`config.mk`:
```
export PLATFORM = sky130hd
export DESIGN_NAME = xtwc_ctrl
export DESIGN_NICKNAME = d
export VERILOG_FILES = /design/src/rtl/xtwc_pkg.sv /design/src/rtl/xtwc_ctrl.sv
export SDC_FILE = /design/constraint.sdc
export NUM_CORES = 1
export LEC_CHECK = 0
export BUFFER_PORTS_ARGS = -buffer_cell sky130_fd_sc_hd__buf_2
export CORE_MARGIN = 2
export CORE_UTILIZATION = 35
export CTS_CLUSTER_SIZE = 40
export DETAILED_ROUTE_END_ITERATION = 7
export PLACE_DENSITY_LB_ADDON = 0.25
export SETUP_SLACK_MARGIN = 0.05
export SLEW_MARGIN = 20
export SYNTH_ARGS = -nofsm -noshare
export SYNTH_HDL_FRONTEND = slang
export SYNTH_SLANG_ARGS = --single-unit
```
`constraint.sdc`:
```
create_clock -name clk -period 3.4 [get_ports clk]
set_clock_uncertainty 0.05 [all_clocks]
set_input_delay 0 -clock clk [delete_from_list [all_inputs] [get_ports clk]]
set_output_delay 0 -clock clk [all_outputs]
set_load 0.01 [all_outputs]
```
`src/rtl/xtwc_pkg.sv`:
```
`default_nettype none
package xtwc_pkg;

  localparam int NUM_WAYS  = 2;
  localparam int TAG_W     = 11;
  localparam int TAG_ENT_W = TAG_W + 1;
  localparam int LINE_W    = 64;

  localparam logic [1:0] FUNC_BYTE = 2'd0;
  localparam logic [1:0] FUNC_HALF = 2'd1;
  localparam logic [1:0] FUNC_WORD = 2'd2;
  localparam logic [1:0] FUNC_WR   = 2'd3;

  localparam logic [3:0] MODE_ALLOC    = 4'd0;
  localparam logic [3:0] MODE_NOALLOC  = 4'd1;
  localparam logic [3:0] MODE_FORCE    = 4'd2;
  localparam logic [3:0] MODE_BYPASS   = 4'd3;
  localparam logic [3:0] MODE_REGS     = 4'd4;
  localparam logic [3:0] MODE_STORE    = 4'd5;

  localparam logic [13:0] REG_CTRL   = 14'h0000;
  localparam logic [13:0] REG_STAT   = 14'h0008;
  localparam logic [13:0] REG_HITS   = 14'h000c;
  localparam logic [13:0] REG_ACCESS = 14'h0010;

  localparam logic [31:0] CTRL_VALUE = 32'h0000_000b;
  localparam logic [31:0] STAT_VALUE = 32'h0000_0003;

  typedef struct packed {
    logic [1:0]        func;
    logic [27:0]       addr;
    logic [LINE_W-1:0] flash_line;
    logic              victim_pick;
  } req_t;

  typedef struct packed {
    logic [31:0] read_data;
    logic        was_hit;
  } rsp_t;

  typedef struct packed {
    logic take;
    logic clr;
    logic quo;
    logic rem;
    logic direct;
    logic look;
    logic bget;
    logic emit;
  } cmd_t;

  typedef struct packed {
    logic clr_done;
    logic is_cache;
    logic is_store;
    logic last_byte;
    logic out_free;
  } sts_t;

endpackage
`default_nettype wire

```
`src/rtl/xtwc_ctrl.sv`:
```
`default_nettype none
module xtwc_ctrl (
  input  wire logic          clk,
  input  wire logic          rst_n,
  input  wire logic          in_valid,
  output logic               in_ready,
  input  wire xtwc_pkg::sts_t sts,
  output xtwc_pkg::cmd_t     cmd
);
  import xtwc_pkg::*;

  typedef enum logic [7:0] {
    S_CLEAR = 8'b0000_0001,
    S_IDLE  = 8'b0000_0010,
    S_DEC   = 8'b0000_0100,
    S_REM   = 8'b0000_1000,
    S_RD    = 8'b0001_0000,
    S_LOOK  = 8'b0010_0000,
    S_BGET  = 8'b0100_0000,
    S_FIN   = 8'b1000_0000
  } state_t;

  state_t state_r, state_nxt;

  always_ff @(posedge clk) begin
    if (!rst_n) state_r <= S_CLEAR;
    else        state_r <= state_nxt;
  end

  always_comb begin
    state_nxt = state_r;
    cmd       = '0;
    in_ready  = 1'b0;
    case (state_r)
      S_CLEAR: begin
        cmd.clr = 1'b1;
        if (sts.clr_done) state_nxt = S_IDLE;
      end
      S_IDLE: begin
        in_ready = 1'b1;
        cmd.take = in_valid;
        if (in_valid) state_nxt = S_DEC;
      end
      S_DEC: begin
        cmd.quo = 1'b1;
        if (sts.is_cache || sts.is_store) begin
          state_nxt = S_REM;
        end else begin
          cmd.direct = 1'b1;
          state_nxt  = S_FIN;
        end
      end
      S_REM: begin
        cmd.rem   = 1'b1;
        state_nxt = S_RD;
      end
      S_RD: begin
        state_nxt = sts.is_store ? S_BGET : S_LOOK;
      end
      S_LOOK: begin
        cmd.look  = 1'b1;
        state_nxt = S_FIN;
      end
      S_BGET: begin
        cmd.bget  = 1'b1;
        state_nxt = sts.last_byte ? S_FIN : S_RD;
      end
      S_FIN: begin
        if (sts.out_free) begin
          cmd.emit  = 1'b1;
          state_nxt = S_IDLE;
        end
      end
      default: state_nxt = S_CLEAR;
    endcase
  end

endmodule
`default_nettype wire

```
[Word-level counts from Yosys, hierarchy flattened]
Index checks and enable logic that the tools add are counted.
Cells by class
  equal/unequal tests: 11
  mux-type cells: 18
  reduce and logical (&&, ||, !) cells: 2
Operator list (number)
  $pmux W8 S8: 1
  $mux W8: 5
  $mux W1: 11
  $eq A8 B1 Y1 const B: 1
  $eq A8 B2 Y1 const B: 1
  $eq A8 B3 Y1 const B: 1
  $eq A8 B4 Y1 const B: 1
  $eq A8 B5 Y1 const B: 1
  $eq A8 B6 Y1 const B: 1
  $eq A8 B7 Y1 const B: 1
  $eq A8 B8 Y1 const B: 1
  $mux W7: 1
  $ne A2 B2 Y1 const B: 3
  $reduce_and A3 Y1: 1
  $logic_or A1 B1 Y1: 1
Word-level totals
  bits in registers: 8
  input port bits: 8
  output and inout port bits: 9
  word-level logic and storage cells: 32

[Longest topological paths before layout]
  word-level depth: 3
  mapped depth: 5
  mapped depth without buffers: 5

[Worst setup path before layout]
No wires, ideal clock.
  path kind: register to register
  start point: register state_r[7]
  end point: register state_r[4]
  library setup time: 0.059 ns
  arrival: 1.548 ns
  required time: 3.291 ns
  slack: 1.742 ns
  cell stages (with the launch flop): 4
  buffers on the path: 0
  clock period less this slack: 1.658 ns
  cells stage by stage: dfxtp_1 > or4_4 > nor4_1 > o21a_1
On the way
  cells in the longest elaborated chain, start to end: 3
  elaborated cells between the ends (all ways): 13
  classes of those cells: 11 x eq/ne; 1 x mux; 1 x reduce/logical
RTL lines
  start: declaration: line xtwc_ctrl.sv:23  | state_t state_r, state_nxt;
  start signal: assignment: line xtwc_ctrl.sv:27  | else state_r <= state_nxt;
  $eq A8 B1 Y1, or another cell as far along: line xtwc_ctrl.sv:34  | case (state_r)
  $ne A2 B2 Y1 (no source line)
  $reduce_and A3 Y1 (no source line)
Several ways; a longest one is shown, not always the timed one.
A chain may end at the register's enable or synchronous reset.

==> flow_summary.json <==
{
  "crit_type": "reg2out",
  "timing.fmax_mhz": 561.1,
  "ys_ff_latch": 8,
  "post_cts_resized": 0,
  "final_common_cell": "buf_2",
  "grt_pass1_vias": 431,
  "reg2reg_from": "state_r[1]",
  "routabilityCongestion": 0.7201,
  "drt_wl_total_um": 1129,
  "grt_max_degree": 8,
  "finalCriticalPeriod_ns": 1.782,
  "root_buffer": "clkbuf_4",
  "clkTransAtPathRegs_ns": 0.06,
  "tightest_slew_ns": 0.4442,
  "crit_start": "state_r[7]",
  "min_path_type": "in2reg",
  "wire_per_inst_um": 11.88,
  "postCtsSetupBuffers": 0,
  "grt_overflow": 0,
  "crit_path_max_fanout": 7,
  "peakVddDrop_mv": 0.1570,
  "rsz0062_at_grt": "no",
  "htree_levels": 1,
  "numCtsBuffers": 3,
  "clk_latency_ns": 0.25,
  "synth_edf_count": 0,
  "die_area_um2": 1634,
  "yosys_most_used_dff": "dfxtp_1",
  "critical_path.max_stage_delay_ns": 0.39,
  "syn2layout_area_growth_pct": 34.77,
  "synthArstFlopShare": 0,
  "cp_top_family": "simple AND/OR/NAND/NOR gates",
  "critPathLaunchType": "flop",
  "grt_pass1_wl_um": 1828,
  "die_w_um": 40.42,
  "grt_use_total": 0.1800,
  "critical_path_required_ns": 3.35,
  "reg_top3": "state_r x8",
  "core_um2": 1269,
  "regMostFlops": "state_r",
  "slew_headroom": 0.7007,
  "drcViolationCount": 0,
  "vias": 498,
  "syn_area_per_cell_um2": 8.144,
  "nNetsFinal": 90,
  "layout-drive-gt1-share": 0.2875,
  "rows": 13,
  "fp.dieH_um": 40.42,
  "critical_path_buf_inv_count": 1,
  "first_iter_violations": 10,
  "p_leak_nw": 0.3109,
  "worstPathArrival_ns": 1.73,
  "status": "finished, final reports clean",
  "yosysWarnings": 0,
  "finalHoldViolCount": 0,
  "largest_reg_flops": 8,
  "synthCells": 57,
  "diodes": 0,
  "crit_path_end_kind": "primary output",
  "synth.distinct_cells": 27,
  "postSynthNetCount": 65,
  "setup-violations-final": 0,
  "start_util": 0.3659,
  "cp_slowest_cell": "nor4_2",
  "timing.final.crit_share": 0.5242,
  "dr.pass1.iters": 4,
  "grt_antenna_before_repair": 0,
  "max_cap_viol_count": 0,
  "yosysSeqAreaShare": 0.3450,
  "crit_chain": "nor4_2, nand4b_1, nor3_1, buf_2",
  "vias_per_cell": 5.242,
  "power.density_cell_area_nw_per_um2": 371.5,
  "synthesis.area_um2": 464.2,
  "hpwlAfterDp_um": 847.7,
  "clock_sinks": 8,
  "postCtsHoldBufs": 4,
  "slew_violations": 0,
  "setup_tns_ns": 0,
  "tritoncts": "done",
  "portBuffers": 16,
  "clockBufferDepth": 2,
  "utilization": 0.4931,
  "final_cell_mix": "16 x buf_2, 9 x nor2_1, 8 x dfxtp_1, 6 x inv_1",
  "hold_start": "sts[1]",
  "ioPinCount": 17,
  "ant_nets": 0
}
-- cell families (layout without fill, tap and decap cells) --
logic type	count (synthesis)	count (layout)	share of synthesized area
buffers and inverters	6	29	0.04851
and+or+nand+nor	31	31	0.4205
AOI/OAI and AO/OA	10	10	0.1483
DFF	8	8	0.3450
xor gates and xnor gates	2	2	0.03774
-- worst reg2reg max path, delay by kind of cell, from the launching register on --
kind | cells | cell delay [ns]
compound gates | 1 | 0.23
flops | 1 | 0.36
simple gates | 2 | 0.91
-- worst paths after layout --
kind,endpoint,slack [ns],depth (start not counted)
worst min register to register,state_r[6],0.57,2
worst max-delay path,cmd[3],1.62,4
worst min-delay path,state_r[4],0.01,3
worst max register to register,state_r[0],1.74,3
-- stage by stage --
stage                     total power [mW]  setup slack [ns]  instance area (µm²)  hold WS [ns]  instances
after floorplan                     0.1414             1.742                464.2      0.007906         57
after global placement              0.1585             1.770                563.0        0.1536         88
after detailed placement            0.1594             1.747                563.0        0.1558         88
after CTS                           0.2369             1.575                625.6      0.007723         95
after global routing                0.2500             1.418                625.6       0.02658         95
final                               0.2324             1.618                625.6       0.01365         95
-- synthesized netlist by cell type (2+ instances only) --
| library cell | n | area, µm² |
|---|---|---|
| dfxtp_1 | 8 | 160.2 |
| inv_1 | 6 | 22.52 |
| nand2_1 | 2 | 7.510 |
| nand3_1 | 2 | 10.01 |
| nand4b_1 | 3 | 26.28 |
| nor4_1 | 2 | 12.51 |
| o21ai_0 | 4 | 20.02 |
| nor2_1 | 9 | 33.78 |
| nor3_1 | 3 | 15.01 |
-- power by group --
| group | leakage [nW] | internal (mW) | switching [mW] | total [mW] |
|---|---|---|---|---|
| registers | 0.0649 | 0.0989 | 0.00824 | 0.107 |
| logic | 0.232 | 0.0281 | 0.0253 | 0.0535 |
| clock network | 0.0138 | 0.0403 | 0.0315 | 0.0718 |
-- per-layer routing --
layer  part of all wire  global-route usage  up-vias
met5                  0                   0        -
met4             0.0097              0.1000        0
met3              0.074             0.08333        2
met2               0.50              0.2937       21
met1               0.42              0.1887      216
li1                   -                   -      259
-- cell type report --
type / instances / area (µm²)
tap: 15 / 18.77
inverter: 6 / 22.52
sequential: 8 / 160.2
fill: 136 / 643.1
clock buffer: 3 / 22.52
multi-input combinational: 43 / 281.5
timing repair buffer: 20 / 120.1
No activity file was read; power rests on OpenSTA's default activity.
